## config.mk

```make
export PLATFORM = sky130hd
export DESIGN_NAME = guarded_transition_graph_sequencer_top
export DESIGN_NICKNAME = d
export VERILOG_FILES = /design/src/design/gtgs_pkg.sv /design/src/design/gtgs_edge_mem.sv /design/src/design/gtgs_cfg_regs.sv /design/src/design/guarded_transition_graph_sequencer_top.sv
export SDC_FILE = /design/constraint.sdc
export NUM_CORES = 2
export LEC_CHECK = 0
export ABC_AREA = 1
export BUFFER_PORTS_ARGS = -buffer_cell sky130_fd_sc_hd__clkbuf_2
export CAP_MARGIN = 25
export CORE_MARGIN = 1.5
export CORE_UTILIZATION = 30
export DETAILED_ROUTE_END_ITERATION = 8
export PLACE_DENSITY = 0.42
export SLEW_MARGIN = 5
export SYNTH_ARGS = -nofsm -noshare
export SYNTH_HDL_FRONTEND = slang
export SYNTH_SLANG_ARGS = --single-unit
```

## constraint.sdc

```tcl
create_clock -name clk -period 14.8 [get_ports clk]
set_input_delay 2.96 -clock clk [delete_from_list [all_inputs] [get_ports clk]]
set_output_delay 2.96 -clock clk [all_outputs]
set_load 0.01 [all_outputs]
```

## src/design/gtgs_pkg.sv

```systemverilog
// ----------------------------------------------------------------------------
// gtgs_pkg: shared types and constants of the transition-graph sequencer
//   Command and status codes, configuration register layout and the fixed
//   field widths of the request and result ports.
// ----------------------------------------------------------------------------
package gtgs_pkg;

  // Default sizes for the top-level parameters
  localparam int MAX_NODES_DEF  = 32;
  localparam int TICK_WIDTH_DEF = 48;

  // Fixed port field widths
  localparam int CMD_W       = 3;
  localparam int NODE_W      = 5;
  localparam int PREV_W      = 6;
  localparam int NCNT_W      = 6;
  localparam int CNT_W       = 7;
  localparam int OUT_TICK_W  = 48;
  localparam int EDGE_CNT_W  = 11;
  localparam int STATUS_W    = 2;
  localparam int CFG_INDEX_W = 1;
  localparam int CFG_DATA_W  = 6;

  // Code for "no node" in previous and pending node fields
  localparam logic [PREV_W-1:0] NONE_ID = PREV_W'(32);

  typedef enum logic [CMD_W-1:0] {
    CMD_ADD_EDGE = 3'd0,
    CMD_COMPILE  = 3'd1,
    CMD_REQUEST  = 3'd2,
    CMD_ADVANCE  = 3'd3,
    CMD_RESTART  = 3'd4
  } cmd_e;

  typedef enum logic [STATUS_W-1:0] {
    ST_OK           = 2'd0,
    ST_NOT_COMPILED = 2'd1,
    ST_COMPILED     = 2'd2,
    ST_RANGE        = 2'd3
  } status_e;

  typedef enum logic [CFG_INDEX_W-1:0] {
    REG_NODES = 1'd0,
    REG_ENTRY = 1'd1
  } cfg_idx_e;

  // Configuration register contents
  typedef struct packed {
    logic [NCNT_W-1:0] num_nodes;
    logic [NODE_W-1:0] entry_node;
  } cfg_t;

endpackage

```

## src/design/gtgs_edge_mem.sv

```systemverilog
// ----------------------------------------------------------------------------
// gtgs_edge_mem: adjacency matrix storage
//   One row per source node, one bit per destination. Synchronous read through
//   a registered output, one write port. Per-row valid bits cleared by reset
//   make an unwritten row read as zero.
// ----------------------------------------------------------------------------
module gtgs_edge_mem import gtgs_pkg::*; #(
  parameter int MAX_NODES = MAX_NODES_DEF
) (
  input  logic                         clk,
  input  logic                         rst,
  input  logic                         rd_en,
  input  logic [$clog2(MAX_NODES)-1:0] rd_addr,
  output logic [MAX_NODES-1:0]         rd_data,
  input  logic                         wr_en,
  input  logic [$clog2(MAX_NODES)-1:0] wr_addr,
  input  logic [MAX_NODES-1:0]         wr_data
);

  logic [MAX_NODES-1:0] mem [MAX_NODES];
  logic [MAX_NODES-1:0] row_valid;
  logic [MAX_NODES-1:0] mem_q;
  logic                 vld_q;

  // Write port: store row data
  always_ff @(posedge clk) begin
    if (wr_en) begin
      mem[wr_addr] <= wr_data;
    end
  end

  // Mark written rows valid
  always_ff @(posedge clk) begin
    if (rst) begin
      row_valid <= '0;
    end else if (wr_en) begin
      row_valid[wr_addr] <= 1'b1;
    end
  end

  // Read port: register row and its valid bit
  always_ff @(posedge clk) begin
    if (rd_en) begin
      mem_q <= mem[rd_addr];
      vld_q <= row_valid[rd_addr];
    end
  end

  // Drop data of rows never written
  assign rd_data = vld_q ? mem_q : '0;

endmodule

```

## src/design/gtgs_cfg_regs.sv

```systemverilog
// ----------------------------------------------------------------------------
// gtgs_cfg_regs: configuration registers
//   Holds the node count and start node, written through a valid/ready
//   channel that is always ready.
// ----------------------------------------------------------------------------
module gtgs_cfg_regs import gtgs_pkg::*; (
  input  logic                   clk,
  input  logic                   rst,
  input  logic                   cfg_valid,
  output logic                   cfg_ready,
  input  logic [CFG_INDEX_W-1:0] cfg_index,
  input  logic [CFG_DATA_W-1:0]  cfg_data,
  output cfg_t                   cfg
);

  assign cfg_ready = 1'b1;

  // Update the addressed register on each write request
  always_ff @(posedge clk) begin
    if (rst) begin
      cfg.num_nodes  <= NCNT_W'(1);
      cfg.entry_node <= '0;
    end else if (cfg_valid && cfg_ready) begin
      case (cfg_idx_e'(cfg_index))
        REG_NODES: cfg.num_nodes  <= cfg_data;
        REG_ENTRY: cfg.entry_node <= cfg_data[NODE_W-1:0];
        default: ;
      endcase
    end
  end

endmodule

```

## src/design/guarded_transition_graph_sequencer_top.sv

```systemverilog
// ----------------------------------------------------------------------------
// guarded_transition_graph_sequencer_top: programmable state sequencer
//   Steps a current node along a table of legal transitions held in an
//   adjacency memory, with tick counters and a range-checked request.
// ----------------------------------------------------------------------------
// Each command is accepted in a cycle that reads one adjacency row (the source
// node of an edge, or the current node of an advance) from the synchronous
// edge memory; the next cycle, with busy high, evaluates the command and, for
// a new edge, writes the row back. The result appears with done for one cycle
// right after that, while the next command may already be accepted; no new
// command is taken while busy is high. The receiver cannot stall:
// results must be captured in the cycle done is high. No clearing pass runs
// after reset; the edge table reads as empty at once. Configuration writes
// are always ready and are meant for times when no command is in flight.
// ----------------------------------------------------------------------------
module guarded_transition_graph_sequencer_top import gtgs_pkg::*; #(
  parameter int MAX_NODES  = MAX_NODES_DEF,
  parameter int TICK_WIDTH = TICK_WIDTH_DEF
) (
  input  logic                   clk,
  input  logic                   rst,
  // command channel
  input  logic                   start,
  output logic                   busy,
  input  logic [CMD_W-1:0]       cmd,
  input  logic [NODE_W-1:0]      src_node,
  input  logic [NODE_W-1:0]      target_node,
  // result channel
  output logic                   done,
  output logic [NODE_W-1:0]      node_now,
  output logic [PREV_W-1:0]      last_node,
  output logic                   changed,
  output logic [OUT_TICK_W-1:0]  tick_total,
  output logic [OUT_TICK_W-1:0]  node_ticks,
  output logic [EDGE_CNT_W-1:0]  edge_total,
  output logic [STATUS_W-1:0]    status,
  // configuration channel
  input  logic                   cfg_valid,
  output logic                   cfg_ready,
  input  logic [CFG_INDEX_W-1:0] cfg_index,
  input  logic [CFG_DATA_W-1:0]  cfg_data
);

  localparam int ROW_W = $clog2(MAX_NODES);

  typedef enum logic [1:0] {
    S_IDLE = 2'b01,
    S_EXEC = 2'b10
  } state_t;

  state_t state;
  cfg_t   cfg;

  // sequencer state
  logic                  compiled, compiled_next;
  logic [NODE_W-1:0]     current_id, current_id_next;
  logic [PREV_W-1:0]     previous_id, previous_id_next;
  logic [PREV_W-1:0]     pending_request, pending_request_next;
  logic [TICK_WIDTH-1:0] tick_count, tick_count_next;
  logic [TICK_WIDTH-1:0] enter_tick, enter_tick_next;
  logic                  restart_pending, restart_pending_next;
  logic [EDGE_CNT_W-1:0] edge_counter, edge_counter_next;
  logic [NODE_W-1:0]     max_end, max_end_next;

  // latched request
  cmd_e                  cmd_q;
  logic [NODE_W-1:0]     from_q;
  logic [NODE_W-1:0]     target_q;

  // memory port
  logic                  rd_en;
  logic [ROW_W-1:0]      rd_addr;
  logic [MAX_NODES-1:0]  rd_row;
  logic                  wr_en;
  logic [ROW_W-1:0]      wr_addr;
  logic [MAX_NODES-1:0]  wr_data;

  logic [CNT_W-1:0]      n_used;
  logic                  accept;
  logic                  changed_next;
  status_e               status_next;

  gtgs_cfg_regs u_cfg (
    .clk       (clk),
    .rst       (rst),
    .cfg_valid (cfg_valid),
    .cfg_ready (cfg_ready),
    .cfg_index (cfg_index),
    .cfg_data  (cfg_data),
    .cfg       (cfg)
  );

  gtgs_edge_mem #(
    .MAX_NODES (MAX_NODES)
  ) u_mem (
    .clk     (clk),
    .rst     (rst),
    .rd_en   (rd_en),
    .rd_addr (rd_addr),
    .rd_data (rd_row),
    .wr_en   (wr_en),
    .wr_addr (wr_addr),
    .wr_data (wr_data)
  );

  assign busy   = (state == S_EXEC);
  assign accept = start && !busy;

  // Clamp node count to the table size
  always_comb begin
    if ({1'b0, cfg.num_nodes} > CNT_W'(MAX_NODES)) begin
      n_used = CNT_W'(MAX_NODES);
    end else begin
      n_used = {1'b0, cfg.num_nodes};
    end
  end

  // Fetch the row of the source node, or of the current node on advance
  assign rd_en   = accept;
  assign rd_addr = (cmd_e'(cmd) == CMD_ADVANCE) ? ROW_W'(current_id) : ROW_W'(src_node);

  // Sequencing: enter the evaluate state after each accepted request
  always_ff @(posedge clk) begin
    if (rst) begin
      state <= S_IDLE;
    end else begin
      case (state)
        S_IDLE:  if (accept) state <= S_EXEC;
        S_EXEC:  state <= S_IDLE;
        default: state <= S_IDLE;
      endcase
    end
  end

  // Hold the request fields for the evaluate cycle
  always_ff @(posedge clk) begin
    if (accept) begin
      cmd_q    <= cmd_e'(cmd);
      from_q   <= src_node;
      target_q <= target_node;
    end
  end

  // Evaluate the command against the fetched row
  always_comb begin
    logic [PREV_W-1:0] req_t;
    logic [NODE_W-1:0] larger;

    compiled_next        = compiled;
    current_id_next      = current_id;
    previous_id_next     = previous_id;
    pending_request_next = pending_request;
    tick_count_next      = tick_count;
    enter_tick_next      = enter_tick;
    restart_pending_next = restart_pending;
    edge_counter_next    = edge_counter;
    max_end_next         = max_end;
    changed_next         = 1'b0;
    status_next          = ST_OK;
    wr_en                = 1'b0;
    wr_addr              = ROW_W'(from_q);
    wr_data              = rd_row | (MAX_NODES'(1) << ROW_W'(target_q));
    req_t                = pending_request;
    larger               = (from_q > target_q) ? from_q : target_q;

    case (cmd_q)
      CMD_ADD_EDGE: begin
        if (compiled) begin
          status_next = ST_COMPILED;
        end else if ({2'b0, from_q} >= n_used || {2'b0, target_q} >= n_used) begin
          status_next = ST_RANGE;
        end else if (!rd_row[ROW_W'(target_q)]) begin
          wr_en             = 1'b1;
          edge_counter_next = edge_counter + EDGE_CNT_W'(1);
          if (edge_counter == '0 || larger > max_end) begin
            max_end_next = larger;
          end
        end
      end
      CMD_COMPILE: begin
        if (n_used == '0 || {2'b0, cfg.entry_node} >= n_used
            || (edge_counter != '0 && {2'b0, max_end} >= n_used)) begin
          compiled_next = 1'b0;
          status_next   = ST_RANGE;
        end else begin
          compiled_next        = 1'b1;
          current_id_next      = cfg.entry_node;
          previous_id_next     = NONE_ID;
          pending_request_next = NONE_ID;
          tick_count_next      = '0;
          enter_tick_next      = '0;
          restart_pending_next = 1'b0;
        end
      end
      CMD_REQUEST: begin
        if ({2'b0, target_q} >= n_used) begin
          status_next = ST_RANGE;
        end else begin
          pending_request_next = {1'b0, target_q};
        end
      end
      CMD_ADVANCE: begin
        if (!compiled) begin
          status_next = ST_NOT_COMPILED;
        end else if ({2'b0, current_id} >= n_used) begin
          status_next = ST_RANGE;
        end else begin
          // apply a pending request only along a stored edge
          if (req_t != NONE_ID) begin
            pending_request_next = NONE_ID;
            if ({1'b0, req_t} < n_used && rd_row[ROW_W'(req_t)]) begin
              previous_id_next = {1'b0, current_id};
              current_id_next  = req_t[NODE_W-1:0];
              changed_next     = 1'b1;
            end
          end
          // skip the tick on the first advance after restart
          if (restart_pending) begin
            restart_pending_next = 1'b0;
          end else begin
            tick_count_next = tick_count + TICK_WIDTH'(1);
            if (changed_next) begin
              enter_tick_next = tick_count_next;
            end
          end
        end
      end
      CMD_RESTART: begin
        if (!compiled) begin
          status_next = ST_NOT_COMPILED;
        end else begin
          current_id_next      = cfg.entry_node;
          previous_id_next     = NONE_ID;
          pending_request_next = NONE_ID;
          tick_count_next      = '0;
          enter_tick_next      = '0;
          restart_pending_next = 1'b1;
        end
      end
      default: ;
    endcase

    if (state != S_EXEC) begin
      wr_en = 1'b0;
    end
  end

  // Commit state at the end of the evaluate cycle
  always_ff @(posedge clk) begin
    if (rst) begin
      compiled        <= 1'b0;
      current_id      <= '0;
      previous_id     <= NONE_ID;
      pending_request <= NONE_ID;
      tick_count      <= '0;
      enter_tick      <= '0;
      restart_pending <= 1'b0;
      edge_counter    <= '0;
      max_end         <= '0;
    end else if (state == S_EXEC) begin
      compiled        <= compiled_next;
      current_id      <= current_id_next;
      previous_id     <= previous_id_next;
      pending_request <= pending_request_next;
      tick_count      <= tick_count_next;
      enter_tick      <= enter_tick_next;
      restart_pending <= restart_pending_next;
      edge_counter    <= edge_counter_next;
      max_end         <= max_end_next;
    end
  end

  // Result strobe
  always_ff @(posedge clk) begin
    if (rst) begin
      done <= 1'b0;
    end else begin
      done <= (state == S_EXEC);
    end
  end

  // Result fields
  always_ff @(posedge clk) begin
    if (state == S_EXEC) begin
      node_now   <= current_id_next;
      last_node  <= previous_id_next;
      changed    <= changed_next;
      tick_total <= OUT_TICK_W'(tick_count_next);
      node_ticks <= OUT_TICK_W'(tick_count_next - enter_tick_next);
      edge_total <= edge_counter_next;
      status     <= status_next;
    end
  end

  // Every accepted request yields an evaluate state, then one result
  a_accept_to_done: assert property (@(posedge clk) disable iff (rst)
    accept |=> busy ##1 (done && !busy))
    else $error("accepted request did not produce a result in two cycles");

  // A move reports success and records the node it left
  a_changed_ok: assert property (@(posedge clk) disable iff (rst)
    (done && changed) |-> (status == ST_OK && last_node != NONE_ID))
    else $error("node change reported with bad status or no node left");

  // The edge count only ever grows by one
  a_edge_count_step: assert property (@(posedge clk) disable iff (rst)
    (!$past(rst) && edge_counter != $past(edge_counter))
      |-> edge_counter == EDGE_CNT_W'($past(edge_counter) + EDGE_CNT_W'(1)))
    else $error("edge count changed by other than one");

endmodule

```

Word-level counts from Yosys, hierarchy flattened

Memories as Yosys holds them, arrays and structs flattened. A register that Yosys moved wholly into a read port is not among the register bits.
Cells that the tools add are included.

Memories: 1
Output and inout port bits: 124
Bits in registers: 312
Memory bits (writable): 1,024

Muxes and demuxes: 76
Add/subtract/negate cells: 3
$lt $le $gt $ge: 14
Eq/ne operators: 15
Bitwise logic cells: 8
Shift-type cells: 1
Reductions and logical operators: 23

Memory list:

| memory    | words | bits a word | rd ports | clocked after memory_dff | write ports | line                | RTL |
|---|---|---|---|---|---|---|---|
| u_mem.mem | 32    | 32          | 1        | 1                        | 1           | gtgs_edge_mem.sv:20 | `logic [MAX_NODES-1:0] mem [MAX_NODES];` |

Operators by type and width:

| cell                                                       | number |
|---|---|
| two-way mux 48 bit                                         | 11 |
| one-hot mux 48 bit (3 select lines)                        | 2 |
| two-way mux 6 bit                                          | 13 |
| bitwise OR 32 bit                                          | 2 |
| adder 48 x 1 -> 48 bit, second input constant              | 1 |
| subtractor 48 bit                                          | 1 |
| two-way mux 11 bit                                         | 4 |
| two-way mux 5 bit                                          | 8 |
| greater-or-equal comparator 5 x 7 -> 1 bit                 | 5 |
| two-way mux 32 bit                                         | 1 |
| << shifter 1 x 5 -> 32 bit, first input constant           | 1 |
| less-than comparator 5 x 6 -> 1 bit, second input constant | 4 |
| one-hot mux 6 bit (4 select lines)                         | 1 |
| two-way mux 1 bit                                          | 22 |
| one-hot mux 6 bit (3 select lines)                         | 1 |
| binary-select mux 1 bit (select 5 bit)                     | 3 |
| one-hot mux 5 bit (3 select lines)                         | 1 |
| inequality test 2 bit, second input constant               | 7 |
| two-way mux 2 bit                                          | 6 |
| AND reduction 6 bit                                        | 2 |
| adder 11 x 1 -> 11 bit, second input constant              | 1 |
| logical NOT 11 bit                                         | 1 |
| nonzero test 11 bit                                        | 1 |
| greater-than comparator 5 bit                              | 2 |
| other kinds (24)                                           | 39 |

Depth between registers and ports, before layout

Depth in word-level cells: 15
Depth in mapped cells: 29

By module

From an unflattened synthesis, not the netlist that was laid out.

Cell total of the unflattened synthesis: 6,506
Area total of the unflattened synthesis: 63,250.7 sq um

By module, submodules not included:

| module                                 | instances | cells each | area an instance (sq um) |
|---|---|---|---|
| gtgs_edge_mem                          | 1         | 3,799      | 44,310.0 |
| guarded_transition_graph_sequencer_top | 1         | 2,644      | 18,476.5 |
| gtgs_cfg_regs                          | 1         | 63         | 464.2 |

Least setup slack after synthesis

OpenSTA, ideal clock, no wires.

Path type: flip-flop to flip-flop
From: register state[1]
To: register cmd_q[0] (enable)
Path buffers: 2
Library setup time: 0.834 ns
Arrival: 7.246 ns
Cell stages (with the launch flop): 6
Path slack: 6.720 ns
Data required time: 13.966 ns
Cells stage by stage: dfxtp_1 inv_1 nor2_1 clkbuf_1 buf_1 nor2_1

Longest elaborated chain between the ends: 3

RTL lines:

| what                   | line                                          | RTL |
|---|---|---|
| from (decl)            | guarded_transition_graph_sequencer_top.sv:51  | `state_t state;` |
| from (signal assigned) | guarded_transition_graph_sequencer_top.sv:125 | `state <= S_IDLE;` |
| from (signal assigned) | guarded_transition_graph_sequencer_top.sv:128 | `S_IDLE: if (accept) state <= S_EXEC;` |
| from (signal assigned) | guarded_transition_graph_sequencer_top.sv:129 | `S_EXEC: state <= S_IDLE;` |
| equality test 2 bit    | guarded_transition_graph_sequencer_top.sv:106 | `assign busy = (state == S_EXEC);` |
| via busy               | guarded_transition_graph_sequencer_top.sv:24  | `output logic busy,` |
| logical NOT 1 bit      | guarded_transition_graph_sequencer_top.sv:107 | `assign accept = start && !busy;` |
| logical AND 1 bit      | guarded_transition_graph_sequencer_top.sv:107 |  |
| via accept             | guarded_transition_graph_sequencer_top.sv:79  | `logic accept;` |
| to (signal assigned)   | guarded_transition_graph_sequencer_top.sv:138 | `cmd_q <= cmd_e'(cmd);` |
| to (decl)              | guarded_transition_graph_sequencer_top.sv:66  | `cmd_e cmd_q;` |

The timed path passes the listed nets, and every way through them passes these cells.
A chain may end at the register's enable or synchronous reset.

Final worst setup path

From: register cmd_q[2]
To: register node_ticks[20], data pin

Longest elaborated chain between the ends: 3

RTL lines:

| what                                        | line                                          | RTL |
|---|---|---|
| equality test 3 bit (tied with other cells) | guarded_transition_graph_sequencer_top.sv:166 | `case (cmd_q)` |
| one-hot mux 48 bit (3 select lines) *       | guarded_transition_graph_sequencer_top.sv:166 |  |
| via tick_count_next[0]                      | guarded_transition_graph_sequencer_top.sv:59  | `logic [TICK_WIDTH-1:0] tick_count, tick_count_next;` |
| subtractor 48 bit *                         | guarded_transition_graph_sequencer_top.sv:289 | `node_ticks <= OUT_TICK_W'(tick_count_next - enter_tick_next);` |
| to (signal assigned)                        | guarded_transition_graph_sequencer_top.sv:289 |  |
| to (decl)                                   | guarded_transition_graph_sequencer_top.sv:34  | `output logic [OUT_TICK_W-1:0] node_ticks,` |

Mark *: on every way through the listed nets, which the timed path passes. The rest lies on a longest branch.

==> qor.csv <==
metric,value,unit
status,finished clean,
worst-margin pin slew,1216,ps
Worst Path Required,15320,ps
Clock Skew,75.63,ps
Combinational Power Share,10.6,%
Clock Power Share,42.7,%
die area,207800,sq um
Core ar.,204200,sq um
ys async rst share,0,%
initial antenna violation count,1,
Synth cell types,49,
# clock sinks,1368,
Peak VDD IR,130.5,uV
Critical Path Max Stage Delay,600,ps
most frequent cells in the layout,"edfxtp_1, nor2_1, o21ai_0",
"most common cell after layout, fill and taps aside",edfxtp_1,
row count,166,
crit-path most repeated cell,nand2_1,
Setup Buffers After CTS,0,
Pleak,0.02487,uW
share of layout cells above drive strength 1,9.769,%
CP Class,flop to flop,
hold_sp,u_mem.row_valid[15],
clock transition at the registers of the reported paths,60,ps
Sequential Power Share,46.8,%
RePlAce Congestion,0.8824,
mapped cell area,61520,sq um
Yosys reg bits,1368,
Starting Density,30.13,%
Chip Width,455.8,um
total global routing overflow,0,
number of global-route vias before repair,44253,
initial drt markers,4045,
I/O Buffers,146,
Min-Delay Path Class,flop to flop,
max cap viols,0,
H-tree levels,4,
hold bufs inserted after CTS,0,
hold path cells,2,
Power per Cell Area,130.6,nW/um^2
WHS Endpoint,u_mem.row_valid[15],
Post-Syn Nets,6006,
crit end category,flop,
final setup TNS,0,ps
Reg2Reg Setup Slack,7710,ps
boundary pin count,148,
sw frac,25.93,%
Die H,455.8,um
Vias/cell,5.228,
Filler Cell Count,20560,
Startpoint Class,flop,
DRT Pass-1 Iters,5,
Synth Area per Inst,10.44,sq um
routed wire length,213800,um
worst-skew pair later-pin latency,820,ps
CTS tree,done,
unrepaired setup endpoints after global routing,false,
endpoints failing setup,0,
post-detail-place hpwl,117500,um
nets,6099,
Synth Instances,5891,
TritonCTS Buffers,161,
Max Transition Viols Final,0,
min cycle time layout,7092,ps
# DRC,0,
period utilization,47.92,%
clk root buf,clkbuf_16,
global-route usage over all layers,20.04,%
Slew HR,18.94,%
clock buffer depth,3,
largest net degree at the start of global routing,216,
crit-path max FO,54,
sw power,2403,uW
"Primary FF master, synth",edfxtp_1,
Max Clock Freq,0.1410,GHz
first-pass GRT wire length,309900,um
Crit-path slowest cell,buf_4,
post-route ant nets,0,
"Arr. time, crit path",7610,ps
drt wl/cell,24.30,um
Finished Core Util,34.75,%
Fin. Hold Viols,0,
reg-to-reg endpoint,node_ticks[20],
R2R Path Start,cmd_q[2],
yosys warns,0,
via count,46009,
reg2reg path depth,28,
register area share after synthesis,63.90,%
Internal,6863,uW
Area Overhead vs Synth,15.32,%
Resize count post-CTS,0,
Post-synth EDFFs,1191,
## power by group through the flow
| stage | clock network [uW] | registers [uW] | logic, uW |
|---|---|---|---|
| 3_5_place_dp | 0 | 4410 | 975 |
| 6_report | 3950 | 4330 | 980 |
| 4_1_cts | 4050 | 4330 | 979 |
| 2_1_floorplan | 0 | 4410 | 607 |
| 3_3_place_gp | 0 | 4410 | 960 |
| 5_1_grt | 4180 | 4330 | 1080 |
## metal layers
metal / global-route usage [%] / vias up / routed length, um
met4: 5.911 / 0 / 5865
met2: 32.13 / 1361 / 98130
li1: - / 21246 / -
met5: 0 / - / 0
met3: 2.610 / 308 / 10230
met1: 28.21 / 23094 / 99570
## synthesized netlist by cell type, types with 54 or more instances
| cell type | number | share of area (%) |
|---|---|---|
| a21oi_1 | 252 | 2.1 |
| clkbuf_1 | 246 | 1.5 |
| dfxtp_1 | 177 | 5.8 |
| edfxtp_1 | 1191 | 58 |
| ha_1 | 90 | 1.8 |
| inv_1 | 393 | 2.4 |
| nand2_1 | 679 | 4.1 |
| nand3_1 | 313 | 2.5 |
| nor2_1 | 910 | 5.6 |
| o211ai_1 | 59 | 0.72 |
| o21ai_0 | 811 | 6.6 |
| o21ai_1 | 54 | 0.44 |
| o221ai_1 | 156 | 2.2 |
| o22ai_1 | 130 | 1.3 |
| xor2_1 | 69 | 0.98 |
## worst max-delay path, delay by kind of cell, from the launching register on
| kind | cells | cell delay, ps |
|---|---|---|
| flops | 1 | 440 |
| buf+inv | 8 | 1920 |
| fa+ha+maj | 2 | 640 |
| xor+xnor | 1 | 70 |
| compound gates | 6 | 1820 |
| simple gates | 11 | 1940 |
## worst max path at each step
stage / from / end / slack, ps / cells after the start
after global routing: u_cfg.cfg[10] / node_ticks[47] / 7190 / 24
after CTS: u_cfg.cfg[10] / node_ticks[18] / 7200 / 23
final: cmd_q[2] / node_ticks[20] / 7710 / 28
after floorplan: state[1] / cmd_q[0] / 6720 / 5
after detailed placement: u_cfg.cfg[10] / node_ticks[18] / 7200 / 23
after global placement: u_cfg.cfg[10] / node_ticks[20] / 7220 / 26
## through the flow
step	worst slack (ps)	cells	hold slack [ps]	power, uW	cell area [sq um]
after floorplan	6720	5891	413.3	5016	61520
after global placement	7217	8494	439.5	5375	65420
after detailed placement	7203	8506	445.5	5388	65640
after CTS	7197	8796	456.5	9359	70890
after global routing	7187	8799	479.3	9596	70940
final	7708	8800	456.8	9266	70940
## kinds of logic after synthesis
| kind of cell | Yosys count | share of synthesized area [%] |
|---|---|---|
| simple gates | 2063 | 13.90 |
| buf+inv | 738 | 4.769 |
| flops | 1368 | 63.90 |
| compound gates | 1547 | 14.39 |
| other cells | 1 | 0.006096 |
| fa+ha+maj | 91 | 1.863 |
| xor+xnor | 83 | 1.182 |
## registers in the layout, indices dropped and copies added (netlist names), 2 cells and up
name / cells
u_mem.mem: 1024
enter_tick: 48
node_ticks: 48
tick_count: 48
tick_total: 48
u_mem.mem_q: 32
u_mem.row_valid: 32
edge_counter: 11
edge_total: 11
u_cfg.cfg: 11
last_node: 6
pending_request: 6
previous_id: 6
current_id: 5
from_q: 5
max_end: 5
node_now: 5
target_q: 5
cmd_q: 3
state: 2
status: 2
## cell type report
| type | instances | area, sq um | share of cell area (%) |
|---|---|---|---|
| Clock inverter | 90 | 1075 | 1.515 |
| Sequential cell | 1368 | 39310 | 55.41 |
| Timing Repair Buffer | 263 | 1834 | 2.586 |
| Multi-Input combinational cell | 3785 | 19640 | 27.68 |
| Inverter | 405 | 1546 | 2.180 |
| Tap cell | 2688 | 3363 | 4.741 |
| Antenna cell | 1 | 2.502 | 0.003527 |
| Clock buffer | 200 | 4175 | 5.885 |
(Power assumes the default switching activity.)
